==> config.mk <==
export PLATFORM = sky130hd
export DESIGN_NAME = drive_state_transition_planner_top
export DESIGN_NICKNAME = d
export VERILOG_FILES = /design/src/design/dstp_pkg.sv /design/src/design/drive_state_transition_planner_top.sv
export SDC_FILE = /design/constraint.sdc
export NUM_CORES = 1
export LEC_CHECK = 0
export ABC_CLOCK_PERIOD_IN_PS = 3300
export BUFFER_PORTS_ARGS = -buffer_cell sky130_fd_sc_hd__buf_2
export CORE_ASPECT_RATIO = 0.8
export CORE_MARGIN = 1
export CORE_UTILIZATION = 45
export DETAILED_ROUTE_END_ITERATION = 8
export HOLD_SLACK_MARGIN = 0.08
export PLACE_DENSITY = 0.83
export SLEW_MARGIN = 15
export SYNTH_ARGS = -nofsm -noshare
export SYNTH_HDL_FRONTEND = slang
export SYNTH_SLANG_ARGS = --single-unit
export TNS_END_PERCENT = 50
==> constraint.sdc <==
create_clock -name clk -period 3.3 [get_ports clk]
set_input_delay 0.66 -clock clk [delete_from_list [all_inputs] [get_ports clk]]
set_output_delay 0.66 -clock clk [all_outputs]
set_load 0.02 [all_outputs]
==> src/design/dstp_pkg.sv <==
`default_nettype none

package dstp_pkg;

    // Drive states as decoded from the status word.
    typedef enum logic [3:0] {
        ST_NOT_READY   = 4'd0,
        ST_SO_DISABLED = 4'd1,
        ST_READY       = 4'd2,
        ST_SWITCHED_ON = 4'd3,
        ST_ENABLED     = 4'd4,
        ST_QUICK_STOP  = 4'd5,
        ST_FAULT_REACT = 4'd6,
        ST_FAULT       = 4'd7,
        ST_UNKNOWN     = 4'd8
    } drive_state_t;

    // Goal command codes; the remaining code is meaningless.
    localparam logic [2:0] GOAL_SHUTDOWN    = 3'd0;
    localparam logic [2:0] GOAL_SWITCH_ON   = 3'd1;
    localparam logic [2:0] GOAL_ENABLE_OP   = 3'd2;
    localparam logic [2:0] GOAL_DISABLE_OP  = 3'd3;
    localparam logic [2:0] GOAL_DIS_VOLT    = 3'd4;
    localparam logic [2:0] GOAL_QUICK_STOP  = 3'd5;
    localparam logic [2:0] GOAL_FAULT_RESET = 3'd6;
    localparam logic [2:0] GOAL_UNUSED      = 3'd7;

    // Control words.
    localparam logic [7:0] CW_SHUTDOWN  = 8'h06;
    localparam logic [7:0] CW_SWITCH_ON = 8'h07;
    localparam logic [7:0] CW_ENABLE_OP = 8'h0F;
    localparam logic [7:0] CW_DIS_VOLT  = 8'h00;
    localparam logic [7:0] CW_QSTOP     = 8'h02;
    localparam logic [7:0] CW_FRESET    = 8'h80;

    // Status word masks and patterns.
    localparam logic [15:0] MASK_A       = 16'h006F;
    localparam logic [15:0] MASK_B       = 16'h004F;
    localparam logic [15:0] PAT_READY    = 16'h0021;
    localparam logic [15:0] PAT_SW_ON    = 16'h0023;
    localparam logic [15:0] PAT_ENABLED  = 16'h0027;
    localparam logic [15:0] PAT_QSTOP    = 16'h0007;
    localparam logic [15:0] PAT_NOT_RDY  = 16'h0000;
    localparam logic [15:0] PAT_SO_DIS   = 16'h0040;
    localparam logic [15:0] PAT_F_REACT  = 16'h000F;
    localparam logic [15:0] PAT_FAULT    = 16'h0008;

    localparam int unsigned DATA_IN_W  = 24;
    localparam int unsigned DATA_OUT_W = 24;

    // Input beat payload; the first field sits in the highest bits.
    typedef struct packed {
        logic [2:0]  goal_command;
        logic [15:0] drive_status;
    } item_t;

    // Result beat payload; the first field sits in the highest bits.
    typedef struct packed {
        logic         autonomous_wait;
        logic         step_supported;
        logic         goal_reached;
        drive_state_t expected_state;
        logic [7:0]   control_word;
        drive_state_t decoded_state;
    } result_t;

    function automatic drive_state_t decode_state(logic [15:0] sw);
        logic [15:0] a;
        logic [15:0] b;
        drive_state_t s;
        begin
            a = sw & MASK_A;
            b = sw & MASK_B;
            if (a == PAT_READY)        s = ST_READY;
            else if (a == PAT_SW_ON)   s = ST_SWITCHED_ON;
            else if (a == PAT_ENABLED) s = ST_ENABLED;
            else if (a == PAT_QSTOP)   s = ST_QUICK_STOP;
            else if (b == PAT_NOT_RDY) s = ST_NOT_READY;
            else if (b == PAT_SO_DIS)  s = ST_SO_DISABLED;
            else if (b == PAT_F_REACT) s = ST_FAULT_REACT;
            else if (b == PAT_FAULT)   s = ST_FAULT;
            else                       s = ST_UNKNOWN;
            return s;
        end
    endfunction

    function automatic result_t plan_step(drive_state_t s, logic [2:0] g);
        result_t r;
        begin
            r.decoded_state   = s;
            r.control_word    = 8'h00;
            r.expected_state  = ST_UNKNOWN;
            r.goal_reached    = 1'b0;
            r.step_supported  = 1'b0;
            r.autonomous_wait = 1'b0;
            if (s == ST_UNKNOWN || g > GOAL_FAULT_RESET)
            begin
                // Unsupported pair: keep the defaults.
            end
            else if (s == ST_NOT_READY)
            begin
                r.control_word    = CW_DIS_VOLT;
                r.expected_state  = ST_SO_DISABLED;
                r.step_supported  = 1'b1;
                r.autonomous_wait = 1'b1;
            end
            else if (s == ST_FAULT_REACT)
            begin
                r.control_word    = CW_DIS_VOLT;
                r.expected_state  = ST_FAULT;
                r.step_supported  = (g == GOAL_FAULT_RESET);
                r.autonomous_wait = 1'b1;
            end
            else
            begin
                case (g)
                    GOAL_SHUTDOWN:
                    begin
                        if (s inside {ST_READY, ST_SO_DISABLED, ST_SWITCHED_ON, ST_ENABLED})
                        begin
                            r.control_word   = CW_SHUTDOWN;
                            r.expected_state = ST_READY;
                            r.goal_reached   = (s == ST_READY);
                            r.step_supported = 1'b1;
                        end
                        else if (s == ST_QUICK_STOP)
                        begin
                            r.control_word   = CW_DIS_VOLT;
                            r.expected_state = ST_SO_DISABLED;
                            r.step_supported = 1'b1;
                        end
                    end
                    GOAL_SWITCH_ON:
                    begin
                        if (s inside {ST_SWITCHED_ON, ST_READY, ST_ENABLED})
                        begin
                            r.control_word   = CW_SWITCH_ON;
                            r.expected_state = ST_SWITCHED_ON;
                            r.goal_reached   = (s == ST_SWITCHED_ON);
                            r.step_supported = 1'b1;
                        end
                        else if (s == ST_SO_DISABLED)
                        begin
                            r.control_word   = CW_SHUTDOWN;
                            r.expected_state = ST_READY;
                            r.step_supported = 1'b1;
                        end
                        else if (s == ST_QUICK_STOP)
                        begin
                            r.control_word   = CW_DIS_VOLT;
                            r.expected_state = ST_SO_DISABLED;
                            r.step_supported = 1'b1;
                        end
                    end
                    GOAL_ENABLE_OP:
                    begin
                        if (s inside {ST_ENABLED, ST_SWITCHED_ON, ST_QUICK_STOP})
                        begin
                            r.control_word   = CW_ENABLE_OP;
                            r.expected_state = ST_ENABLED;
                            r.goal_reached   = (s == ST_ENABLED);
                            r.step_supported = 1'b1;
                        end
                        else if (s == ST_READY)
                        begin
                            r.control_word   = CW_SWITCH_ON;
                            r.expected_state = ST_SWITCHED_ON;
                            r.step_supported = 1'b1;
                        end
                        else if (s == ST_SO_DISABLED)
                        begin
                            r.control_word   = CW_SHUTDOWN;
                            r.expected_state = ST_READY;
                            r.step_supported = 1'b1;
                        end
                    end
                    GOAL_DISABLE_OP:
                    begin
                        if (s inside {ST_ENABLED, ST_SWITCHED_ON})
                        begin
                            r.control_word   = CW_SWITCH_ON;
                            r.expected_state = ST_SWITCHED_ON;
                            r.goal_reached   = (s == ST_SWITCHED_ON);
                            r.step_supported = 1'b1;
                        end
                        else if (s inside {ST_READY, ST_SO_DISABLED, ST_QUICK_STOP})
                        begin
                            // Already below operation enabled: hold the state.
                            r.control_word   = (s == ST_READY) ? CW_SHUTDOWN :
                                               (s == ST_QUICK_STOP) ? CW_QSTOP : CW_DIS_VOLT;
                            r.expected_state = s;
                            r.goal_reached   = 1'b1;
                            r.step_supported = 1'b1;
                        end
                    end
                    GOAL_DIS_VOLT:
                    begin
                        if (s inside {ST_SO_DISABLED, ST_READY, ST_SWITCHED_ON, ST_ENABLED,
                                      ST_QUICK_STOP})
                        begin
                            r.control_word   = CW_DIS_VOLT;
                            r.expected_state = ST_SO_DISABLED;
                            r.goal_reached   = (s == ST_SO_DISABLED);
                            r.step_supported = 1'b1;
                        end
                    end
                    GOAL_QUICK_STOP:
                    begin
                        if (s == ST_QUICK_STOP)
                        begin
                            r.control_word   = CW_QSTOP;
                            r.expected_state = s;
                            r.goal_reached   = 1'b1;
                            r.step_supported = 1'b1;
                        end
                        else if (s == ST_SO_DISABLED)
                        begin
                            r.control_word   = CW_DIS_VOLT;
                            r.expected_state = s;
                            r.goal_reached   = 1'b1;
                            r.step_supported = 1'b1;
                        end
                        else if (s inside {ST_READY, ST_SWITCHED_ON, ST_ENABLED})
                        begin
                            r.control_word   = CW_QSTOP;
                            r.expected_state = ST_QUICK_STOP;
                            r.step_supported = 1'b1;
                        end
                    end
                    GOAL_FAULT_RESET:
                    begin
                        if (s == ST_FAULT)
                        begin
                            r.control_word   = CW_FRESET;
                            r.expected_state = ST_SO_DISABLED;
                            r.step_supported = 1'b1;
                        end
                        else if (s == ST_SO_DISABLED)
                        begin
                            r.control_word   = CW_DIS_VOLT;
                            r.expected_state = ST_SO_DISABLED;
                            r.goal_reached   = 1'b1;
                            r.step_supported = 1'b1;
                        end
                    end
                    default:
                    begin
                    end
                endcase
            end
            return r;
        end
    endfunction

endpackage

`default_nettype wire

==> src/design/drive_state_transition_planner_top.sv <==
// Drive state transition planner.
// Slave channel s_axis: one beat carries a raw drive status word and a goal
// command. Master channel m_axis: one beat per input beat, carrying the decoded
// drive state, the control word to send next, the state expected after it and
// three flags (goal reached, step supported, drive advancing on its own).
// Unsupported pairs give control word zero and clear goal and step flags; outside
// fault reaction also expected state unknown, no wait; decoded state always reported.
// Structure: an input register, the mask-and-match decode plus the step table
// as one level of logic, then the result register. An accepted beat is held in
// the input register, and its result is loaded into the result register and
// offered on m_axis from there. Throughput is one beat per cycle while m_axis
// is not stalled, set by the single pass through the decode and table logic.
// Both registers advance independently, so a new beat is taken while a finished
// result still waits. When the receiver stalls, the result register holds and
// the input register fills; s_axis_tready then drops until the result is taken.
// Reset clears both valid flags; no beat is offered until a new one arrives.
`default_nettype none

module drive_state_transition_planner_top
    import dstp_pkg::*;
(
    input  wire logic                  clk,
    input  wire logic                  rst_n,
    input  wire logic                  s_axis_tvalid,
    output logic                       s_axis_tready,
    // [15:0] drive_status, [18:16] goal_command, [23:19] zero
    input  wire logic [DATA_IN_W-1:0]  s_axis_tdata,
    output logic                       m_axis_tvalid,
    input  wire logic                  m_axis_tready,
    // [3:0] decoded_state, [11:4] control_word, [15:12] expected_state,
    // [16] goal_reached, [17] step_supported, [18] autonomous_wait, [23:19] zero
    output logic [DATA_OUT_W-1:0]      m_axis_tdata
);

    logic    in_valid_reg;
    logic    in_valid_next;
    item_t   in_item_reg;
    logic    out_valid_reg;
    logic    out_valid_next;
    result_t result_reg;
    result_t result_next;
    logic    out_free;
    logic    in_load;
    logic    out_load;

    assign out_free      = !out_valid_reg || m_axis_tready;
    assign s_axis_tready = !in_valid_reg || out_free;
    assign in_load       = s_axis_tvalid && s_axis_tready;
    assign out_load      = in_valid_reg && out_free;

    always_comb
    begin
        in_valid_next  = in_load || (in_valid_reg && !out_free);
        out_valid_next = out_load || (out_valid_reg && !m_axis_tready);
        result_next    = plan_step(decode_state(in_item_reg.drive_status),
                                   in_item_reg.goal_command);
    end

    always_ff @(posedge clk or negedge rst_n)
    begin
        if (!rst_n)
        begin
            in_valid_reg  <= 1'b0;
            out_valid_reg <= 1'b0;
        end
        else
        begin
            in_valid_reg  <= in_valid_next;
            out_valid_reg <= out_valid_next;
        end
    end

    always_ff @(posedge clk)
    begin
        if (in_load)
        begin
            in_item_reg <= item_t'(s_axis_tdata[$bits(item_t)-1:0]);
        end
        if (out_load)
        begin
            result_reg <= result_next;
        end
    end

    assign m_axis_tvalid = out_valid_reg;
    assign m_axis_tdata  = {{(DATA_OUT_W - $bits(result_t)){1'b0}}, result_reg};

`ifndef SYNTHESIS
    a_stall_blocks_input: assert property (@(posedge clk) disable iff (!rst_n)
        in_valid_reg && out_valid_reg && !m_axis_tready |-> !s_axis_tready)
        else $error("input accepted while both stages are full and stalled");

    a_item_moves_on: assert property (@(posedge clk) disable iff (!rst_n)
        in_valid_reg && out_free |=> out_valid_reg)
        else $error("registered item did not reach the result register");

    a_unsupported_defaults: assert property (@(posedge clk) disable iff (!rst_n)
        out_valid_reg && !result_reg.step_supported |->
            result_reg.control_word == CW_DIS_VOLT && result_reg.goal_reached == 1'b0)
        else $error("unsupported step carries a control word or reached flag");

    a_reached_is_supported: assert property (@(posedge clk) disable iff (!rst_n)
        out_valid_reg && result_reg.goal_reached |-> result_reg.step_supported)
        else $error("goal reached without a supported step");

    a_unknown_state: assert property (@(posedge clk) disable iff (!rst_n)
        out_valid_reg && result_reg.decoded_state == ST_UNKNOWN |->
            !result_reg.step_supported && !result_reg.autonomous_wait)
        else $error("unknown drive state produced a step");
`endif

endmodule

`default_nettype wire
==> results of run 1 <==
## cell families after synthesis
kind of cell,after synthesis,synth area share
AND/OR/NAND/NOR,53,0.205
flip-flops,27,0.508
XOR/XNOR,3,0.0167
AO/OA/AOI/OAI,36,0.166
buffers and inverters,26,0.0896
multiplexers,2,0.0135
other,1,0.00238
## cell type report
cell class	count	share of cell area
flip-flops and latches	27	0.463
multi-input cells	102	0.383
repair buffers	30	0.0868
well taps	40	0.0289
clock buffers	4	0.0260
inverters	6	0.0130
## cell usage after synthesis, types with 2 or more instances
library cell   n  share of area
dfrtp_1        2          0.032
o21ai_1        5          0.016
and2_1         4          0.016
nand3_1        6          0.019
buf_2          5          0.016
and3_1         2         0.0079
a211o_1        3          0.017
nand4_1        3          0.012
nor2_1         8          0.019
edfxtp_1      25           0.48
o21bai_1       2         0.0095
xnor2_1        2          0.011
o21a_1         2         0.0095
nor4_1         5          0.020
nor2b_1        2         0.0079
clkbuf_1       5          0.012
nor3_1         4          0.013
a21oi_1        8          0.025
a22oi_1        2         0.0095
inv_1          6          0.014
nand2b_1       4          0.016
a31oi_1        3          0.012
o21ai_0        2         0.0063
buf_4          8          0.038
nand2_1        4         0.0095
## metrics by stage
stage	total power, W	instance area (um2)
2_1_floorplan	0.000522	1600
5_1_grt	0.000750	1730
3_5_place_dp	0.000545	1690
6_report	0.000717	1730
3_3_place_gp	0.000540	1690
4_1_cts	0.000721	1730
## metal layers
layer,vias up,GRT usage
met2,73,0.281
met5,-,0
met4,0,0.0486
li1,583,-
met3,6,0.0430
met1,561,0.222
## critical path, delay by kind of cell, from the launching register on
family          cells  cell delay (ps)
flops               1              590
simple gates        3              860
compound gates      2              450
## power groups by stage
stage	registers, W	clock network, W	logic [W]
final	0.000431	0.000178	0.000108
after global routing	0.000435	0.000196	0.000118
after CTS	0.000430	0.000183	0.000108
after detailed placement	0.000438	0	0.000107
after global placement	0.000435	0	0.000105
after floorplan	0.000436	0	0.0000856
## how the worst min path moves through the flow
stage	slack, ps	to	startpoint	cells after the start
2_1_floorplan	360	in_valid_reg	rst_n	0
3_3_place_gp	440	in_valid_reg	rst_n	1
3_5_place_dp	450	m_axis_tvalid	rst_n	1
4_1_cts	160	in_valid_reg	rst_n	1
5_1_grt	150	in_valid_reg	rst_n	1
6_report	160	in_valid_reg	rst_n	1
==> flow_metrics.py, run 1 <==
metrics = {
    "job": {
        "cap_violations": 0,
    },
    "setup_path": {
        "crit_arrival_ps": 2170,
        "max_stage_delay_ps": 650,
        "path_class": "reg2reg",
        "reg2reg_to": "m_axis_tdata[12]",
        "crit_fanout": 14,
        "cp_slowest_cell": "or4b_4",
        "cp.required_ps": 3410,
        "regToRegStartpoint": "in_item_reg[1]",
        "start_kind": "flop",
        "reg2reg_slack_ps": 1250,
        "rr_worst_depth": 5,
        "path_cells": "or4b_4 > nor2_4 > nor2_2 > o311a_1 > a31oi_1",
        "end_kind": "flop",
        "crit_path_end": "m_axis_tdata[12]",
        "startpoint": "in_item_reg[1]",
    },
    "synth": {
        "synth_cells": 148,
        "syn_area_um2": 1580,
        "synth_edf_count": 25,
        "ys_warn_count": 0,
        "yosysSeqAreaShare": 0.508,
        "async_reset_ff_frac": 0.0741,
        "synth.avg_cell_area_um2": 10.7,
        "ys_seq_elements": 27,
        "ys.flop_type": "edfxtp_1",
        "synthDistinctLibCells": 51,
    },
    "timing": {
        "final.setup.tns_ps": 0,
        "rsz0062_at_grt": "no",
        "timing.hold.ws_ps": 161,
        "skew_ps": 1.42,
        "setup_viol_count_final": 0,
        "fmax_ghz": 0.487,
        "slew_headroom": 0.534,
        "worst_slack_ps": 1250,
        "report.final.hold_viol_count": 0,
        "slew_violations": 0,
        "worst_pin_slew_ps": 699,
        "fin_crit_ps": 2050,
        "post-route-period-util": 0.622,
    },
    "global_routing": {
        "grt_max_degree": 19,
        "grt_overflow": 0,
        "antenna_found_initial": 0,
        "grt_pass1_vias": 998,
        "grt_pass1_wl_um": 4570,
        "grt_usage": 0.170,
    },
    "hold_path": {
        "hold_class": "in2async",
    },
    "cells_and_area": {
        "layout_commonest_cell": "buf_2",
        "fin_cells": 209,
        "num_antenna_cells": 0,
        "drive_above_1_share": 0.249,
        "area_delta_synth_final_pct": 9.67,
        "largest_register_ffs": 16,
        "nFillCells": 286,
        "nets": 198,
        "final_core_util": 0.537,
        "final-seq-area_um2": 801,
        "multi_input_area_um2": 662,
        "layout_common_cells": "30 x buf_2, 25 x edfxtp_1, 8 x a21oi_1, 8 x nor2_1, 8 x conb_1",
    },
    "floorplan": {
        "coreArea_um2": 3220,
        "initial_core_util": 0.490,
        "die-area_um2": 3750,
        "dieHeight_um": 55.0,
        "num_rows": 18,
        "die_w_um": 68.2,
        "ios": 54,
    },
    "drt": {
        "routed_wl_um": 2930,
        "ant_nets": 0,
        "wl_met3_um": 267,
        "drt_iter0_drc": 101,
        "drc_errors": 0,
        "dr.pass1.iters": 4,
        "via_count": 1223,
        "wire_per_inst_um": 14.0,
        "drt-met1-wl_um": 1260,
        "vias_per_cell": 5.85,
        "met2WireLength_um": 1350,
        "routed.top_layer": "met4",
    },
    "placement": {
        "dp_worst_setup_slack_ps": 1270,
        "hpwl_um": 2110,
        "place_inst": 205,
        "io_buffers": 30,
        "gp_congestion": 0.917,
    },
    "cts": {
        "hold_buffers": 0,
        "htree_num_levels": 1,
        "clock-root-buffer": "clkbuf_8",
        "clkTransAtPathRegs_ps": 80,
        "cts-resized-gates": 0,
        "cts_tree": "yes",
        "cts.sinks": 27,
        "clockBufferDepth": 2,
        "clock_latency_ps": 270,
        "cts_setup_buffers": 0,
        "numCtsBuffers": 3,
    },
    "power": {
        "switching_share": 0.268,
        "powerDensity_nw_per_um2": 414,
        "clkPwrFrac": 0.249,
        "cellLeakagePower_nw": 0.656,
        "power.share.sequential": 0.601,
        "total_switching_power_w": 0.000192,
        "power_frac_comb": 0.151,
        "ir_drop_v": 0.000300,
        "p_int_w": 0.000525,
    },
    "run_status": {
        "run_status": "complete, no violations",
    },
}
(Power assumes the default switching activity.)
==> run 2: changes to the inputs <==
- ABC_AREA: unset -> 1
- ABC_CLOCK_PERIOD_IN_PS: 3300 -> 2100
- clock period: 3.3 -> 2.1 ns (I/O delays scaled with it)
==> run 2 against run 1 <==
Net effect:
- clock power up 61%
- maximum frequency up 19%
- routed wire length down 15%
- critical path type unchanged
- largest cell class unchanged
- largest power group unchanged
- highest routed layer unchanged
==> flow_metrics.py, run 2 <==
metrics = {
    "run_status": {
        "run_status": "complete, no violations",
    },
    "drt": {
        "wire_per_inst_um": 10.2,
        "vias_per_cell": 4.66,
        "routed_wl_um": 2490,
        "dr.pass1.iters": 4,
        "drt_iter0_drc": 70,
        "ant_nets": 0,
        "drc_errors": 0,
        "via_count": 1138,
    },
    "floorplan": {
        "die_w_um": 66.6,
        "num_rows": 18,
        "ios": 54,
        "initial_core_util": 0.480,
        "die-area_um2": 3580,
        "coreArea_um2": 3130,
        "dieHeight_um": 53.7,
    },
    "cells_and_area": {
        "layout_commonest_cell": "nand2_1",
        "layout_common_cells": "37 x nand2_1, 30 x buf_2, 28 x inv_1, 25 x edfxtp_1, 17 x nor2_1",
        "largest_register_ffs": 16,
        "nets": 233,
        "final_core_util": 0.554,
        "drive_above_1_share": 0.270,
        "area_delta_synth_final_pct": 15.3,
        "num_antenna_cells": 0,
    },
    "synth": {
        "ys_seq_elements": 27,
        "syn_area_um2": 1500,
        "synth_edf_count": 25,
        "synth_cells": 169,
        "synthDistinctLibCells": 22,
        "synth_most_common_cell": "nand2_1",
        "yosysSeqAreaShare": 0.532,
        "async_reset_ff_frac": 0.0741,
        "synth.avg_cell_area_um2": 8.90,
        "ys.flop_type": "edfxtp_1",
        "synth_top_area_cell": "edfxtp_1",
        "synth_top_area_frac": 0.499,
        "synthTopCellsByArea": "edfxtp_1 50%, nand2_1 9.2%, inv_1 7.0%",
        "ys_top_cells_by_count": "37 x nand2_1, 28 x inv_1, 25 x edfxtp_1, 17 x nor2_1, 14 x nand3_1",
        "ys_warn_count": 0,
    },
    "placement": {
        "gp_congestion": 0.927,
        "hpwl_um": 2020,
        "io_buffers": 30,
    },
    "cts": {
        "htree_num_levels": 1,
        "clock-root-buffer": "clkbuf_8",
        "clkTransAtPathRegs_ps": 90,
        "clock_latency_ps": 270,
        "numCtsBuffers": 3,
        "cts_setup_buffers": 0,
        "cts_tree": "yes",
        "cts.sinks": 27,
        "clockBufferDepth": 2,
    },
    "global_routing": {
        "grt_pass1_wl_um": 4040,
        "grt_pass1_vias": 946,
        "grt_usage": 0.157,
        "antenna_found_initial": 0,
        "grt_overflow": 0,
        "grt_max_degree": 17,
    },
    "setup_path": {
        "reg2reg_to": "m_axis_tdata[5]",
        "start_kind": "flop",
        "crit_fanout": 4,
        "crit_arrival_ps": 1750,
        "path_class": "reg2reg",
        "cp.required_ps": 2130,
        "rr_worst_depth": 7,
        "reg2reg_slack_ps": 380,
        "regToRegStartpoint": "in_item_reg[0]",
        "startpoint": "in_item_reg[0]",
        "end_kind": "flop",
        "crit_path_end": "m_axis_tdata[5]",
    },
    "timing": {
        "post-route-period-util": 0.819,
        "fin_crit_ps": 1720,
        "slew_violations": 0,
        "timing.hold.ws_ps": 319,
        "final.setup.tns_ps": 0,
        "report.final.hold_viol_count": 0,
        "skew_ps": 2.93,
        "fmax_ghz": 0.582,
        "rsz0062_at_grt": "no",
        "setup_viol_count_final": 0,
    },
    "power": {
        "powerDensity_nw_per_um2": 638,
        "ir_drop_v": 0.000436,
        "power_w": 0.00111,
        "cellLeakagePower_nw": 0.873,
    },
    "hold_path": {
        "hold_class": "in2reg",
    },
    "job": {
        "cap_violations": 0,
    },
}
==> run 2: cell types whose count changed in the layout (fill, tap and decap cells not counted), moves of 3 or more <==
| cell | delta |
|---|---|
| a21oi_1 | -6 |
| nand2_1 | +33 |
| nor2_2 | +6 |
| nand2b_1 | -4 |
| inv_1 | +22 |
| a31oi_1 | -3 |
| nor4_1 | -5 |
| nand3_2 | +6 |
| o21ai_1 | -5 |
| a211o_1 | -3 |
| nor2_1 | +9 |
| nand3_1 | +8 |
==> run 2: kinds of logic after synthesis <==
kind of cell           after synthesis  synth area share
and+or+nand+nor                     95             0.314
buffers and inverters               37             0.112
DFF                                 27             0.532
AOI/OAI and AO/OA                    9            0.0391
other                                1           0.00249
==> run 2: stage by stage <==
| stage | setup slack [ps] | area [um2] | instances |
|---|---|---|---|
| after floorplan | 362 | 1530 | 176 |
| after global placement | 433 | 1680 | 239 |
| after detailed placement | 422 | 1680 | 239 |
| after CTS | 413 | 1730 | 244 |
| after global routing | 246 | 1730 | 244 |
| final | 381 | 1730 | 244 |
==> run 2: worst min path at each step <==
stage	startpoint	endpoint	slack [ps]	cells after the start
after floorplan	rst_n	in_valid_reg	120	0
after global placement	rst_n	in_valid_reg	200	1
after detailed placement	rst_n	in_valid_reg	210	1
after CTS	s_axis_tdata[0]	in_item_reg[0]	310	1
after global routing	s_axis_tdata[2]	in_item_reg[2]	310	1
final	s_axis_tdata[3]	in_item_reg[3]	320	1
==> run 2: area by class of cell <==
| class | count | area, um2 |
|---|---|---|
| tap | 40 | 50.0 |
| multi-input combinational | 112 | 561 |
| fill | 275 | 1400 |
| timing repair buffer | 32 | 168 |
| sequential | 27 | 801 |
| inverter | 29 | 109 |
| clock inverter | 1 | 5.00 |
| clock buffer | 3 | 41.3 |
==> run 2: power breakdown <==
group          total (W)  internal, W  switching (W)  leakage, nW
clock network   0.000286     0.000133       0.000153       0.0255
registers       0.000647     0.000629      0.0000181        0.265
logic           0.000173    0.0000512       0.000122        0.582
total            0.00111     0.000813       0.000293        0.873
==> run 2: critical path: stages (launching register included) <==
cell	delay [ps]
edfxtp_1	450
nand2_1	120
inv_1	100
nand3_1	200
nand2_1	100
o21ai_0	250
o21a_1	200
nand2_1	60
==> run 2: per-layer routing <==
| layer | vias up | wire [um] | track usage |
|---|---|---|---|
| li1 | 602 | - | - |
| met1 | 480 | 1200 | 0.207 |
| met2 | 54 | 1080 | 0.256 |
| met3 | 2 | 200 | 0.0508 |
| met4 | 0 | 12 | 0.0319 |
| met5 | - | 0 | 0 |
==> run 2: repair_timing <==
item                                    in CTS  in global routing
hold buffers                                 1                  0
gates resized for setup                      0                  0
endpoints found under the setup margin       0                  0
hold endpoints to repair                     2                  0
==> run 3: changes to the inputs <==
- ABC_CLOCK_PERIOD_IN_PS: 2100 -> 1400
- CORE_UTILIZATION: 45 -> 44
- PLACE_DENSITY: 0.83 -> 0.85
- clock period: 2.1 -> 1.4 ns (I/O delays scaled with it)
==> run 3 against run 2 <==
Net effect:
- the flow now finishes with violations (setup timing)
- cell count rose by 15%
- routed wire length rose by 36%
- via count rose by 19%
- global-route usage rose by 4.7 points
- register-to-register slack lost 580 ps
- core utilization is 12 points higher
- worst setup slack worse by 580 ps
- die area grew 2.2%
- clock skew is 6.7 ps higher
- worst hold slack worse by 140 ps
- critical path type unchanged
- largest power group unchanged
==> flow_metrics.py, run 3 (synthesized netlist as in run 2, its figures left out) <==
metrics = {
    "cts": {
        "clock-root-buffer": "clkbuf_8",
        "clockBufferDepth": 2,
        "htree_num_levels": 1,
        "numCtsBuffers": 3,
        "cts_tree": "yes",
        "clkTransAtPathRegs_ps": 90,
        "clock_latency_ps": 280,
        "cts.sinks": 27,
    },
    "drt": {
        "ant_nets": 0,
        "wire_per_inst_um": 12.1,
        "drc_errors": 0,
        "via_count": 1349,
        "routed_wl_um": 3380,
        "dr.pass1.iters": 4,
        "drt_iter0_drc": 119,
        "vias_per_cell": 4.82,
    },
    "cells_and_area": {
        "area_delta_synth_final_pct": 41.9,
        "final-seq-area_um2": 801,
        "largest_register_ffs": 16,
        "final_area_um2": 2130,
        "drive_above_1_share": 0.454,
        "layout_commonest_cell": "buf_4",
        "num_antenna_cells": 0,
        "nets": 269,
        "layout_common_cells": "35 x buf_4, 32 x nand2_1, 30 x buf_2, 26 x inv_1, 25 x edfxtp_1",
        "multi_input_area_um2": 678,
        "nFillCells": 247,
    },
    "global_routing": {
        "antenna_found_initial": 0,
        "grt_usage": 0.204,
        "grt_pass1_wl_um": 5290,
        "grt_overflow": 0,
        "grt_max_degree": 17,
        "grt_pass1_vias": 1206,
    },
    "floorplan": {
        "die-area_um2": 3660,
        "initial_core_util": 0.474,
        "num_rows": 18,
        "dieHeight_um": 54.3,
        "ios": 54,
        "die_w_um": 67.4,
        "coreArea_um2": 3180,
    },
    "timing": {
        "slew_violations": 0,
        "worst_slack_ps": -195,
        "fmax_ghz": 0.627,
        "setup_viol_count_final": 12,
        "skew_ps": 9.59,
        "report.final.hold_viol_count": 0,
        "post-route-period-util": 1.14,
        "timing.hold.ws_ps": 177,
        "rsz0062_at_grt": "yes",
        "fin_crit_ps": 1590,
    },
    "placement": {
        "gp_congestion": 0.919,
        "io_buffers": 30,
        "hpwl_um": 2390,
        "placed_cell_area_um2": 1910,
    },
    "power": {
        "cellLeakagePower_nw": 1.05,
        "ir_drop_v": 0.000737,
        "powerDensity_nw_per_um2": 834,
    },
    "setup_path": {
        "cp.required_ps": 1450,
        "crit_fanout": 3,
        "start_kind": "flop",
        "end_kind": "flop",
        "path_class": "reg2reg",
        "crit_arrival_ps": 1640,
    },
    "run_status": {
        "run_status": "finished with violations",
        "violations": "setup timing",
    },
    "job": {
        "cap_violations": 0,
    },
    "hold_path": {
        "hold_class": "in2reg",
    },
}
run 3: path summary, 6_finish.rpt:
check | start | to | slack, ps | cells after the start
max | in_item_reg[6] | m_axis_tdata[15] | -190 | 8
min | s_axis_tdata[5] | in_item_reg[5] | 180 | 1
max reg2reg | in_item_reg[6] | m_axis_tdata[15] | -190 | 8
min reg2reg | in_valid_reg | m_axis_tvalid | 510 | 2
max in group asynchronous | rst_n | m_axis_tvalid | 940 | 2
min in group asynchronous | rst_n | in_valid_reg | 360 | 2
run 3: power by group:
group	total, W	switching [W]	internal, W
logic	0.000364	0.000228	0.000136
clock network	0.000446	0.000243	0.000202
registers	0.000971	0.0000277	0.000944
total	0.00178	0.000499	0.00128
run 3: final cells by class:
cell class,instances,area share
Sequential cell,27,0.375
Multi-Input combinational cell,112,0.318
Timing Repair Buffer,68,0.209
Inverter,29,0.0522
Tap cell,40,0.0234
Clock buffer,3,0.0193
Clock inverter,1,0.00352
run 3: metal layers:
metal  vias to the layer above  GRT usage  routed length (um)
met3                         7     0.0458                 197
met1                       611      0.243                1440
li1                        673          -                   -
met4                         0     0.0390                  47
met5                         -          0                   0
met2                        58      0.382                1700
run 3: worst max-delay path, cell delays in order, from the launching register on:
cell,delay [ps]
edfxtp_1,450
buf_4,200
nor2_4,110
nand3_2,130
and2_4,180
nand3_4,70
o21ai_4,70
nor2_2,120
nor2_1,50
run 3: stage by stage:
| stage | setup WS, ps | power [W] | utilization | cells | TNS, ps |
|---|---|---|---|---|---|
| global placement | -220 | 0.00129 | 0.603 | 270 | -1440 |
| finish | -195 | 0.00178 | 0.672 | 280 | -1750 |
| floorplan | -105 | 0.00119 | - | 176 | -471 |
| detailed placement | -216 | 0.00129 | 0.603 | 270 | -1690 |
| CTS | -142 | 0.00177 | 0.651 | 279 | -1150 |
| global route | -301 | 0.00186 | 0.672 | 280 | -2750 |
run 3: timing repair:
action | CTS | global route
setup buffers | 4 | 1
resized for setup | 19 | 13
endpoints found under the setup margin | 12 | 12
hold buffers | 1 | 0
pin swaps | 10 | 11
hold endpoints to repair | 2 | 0
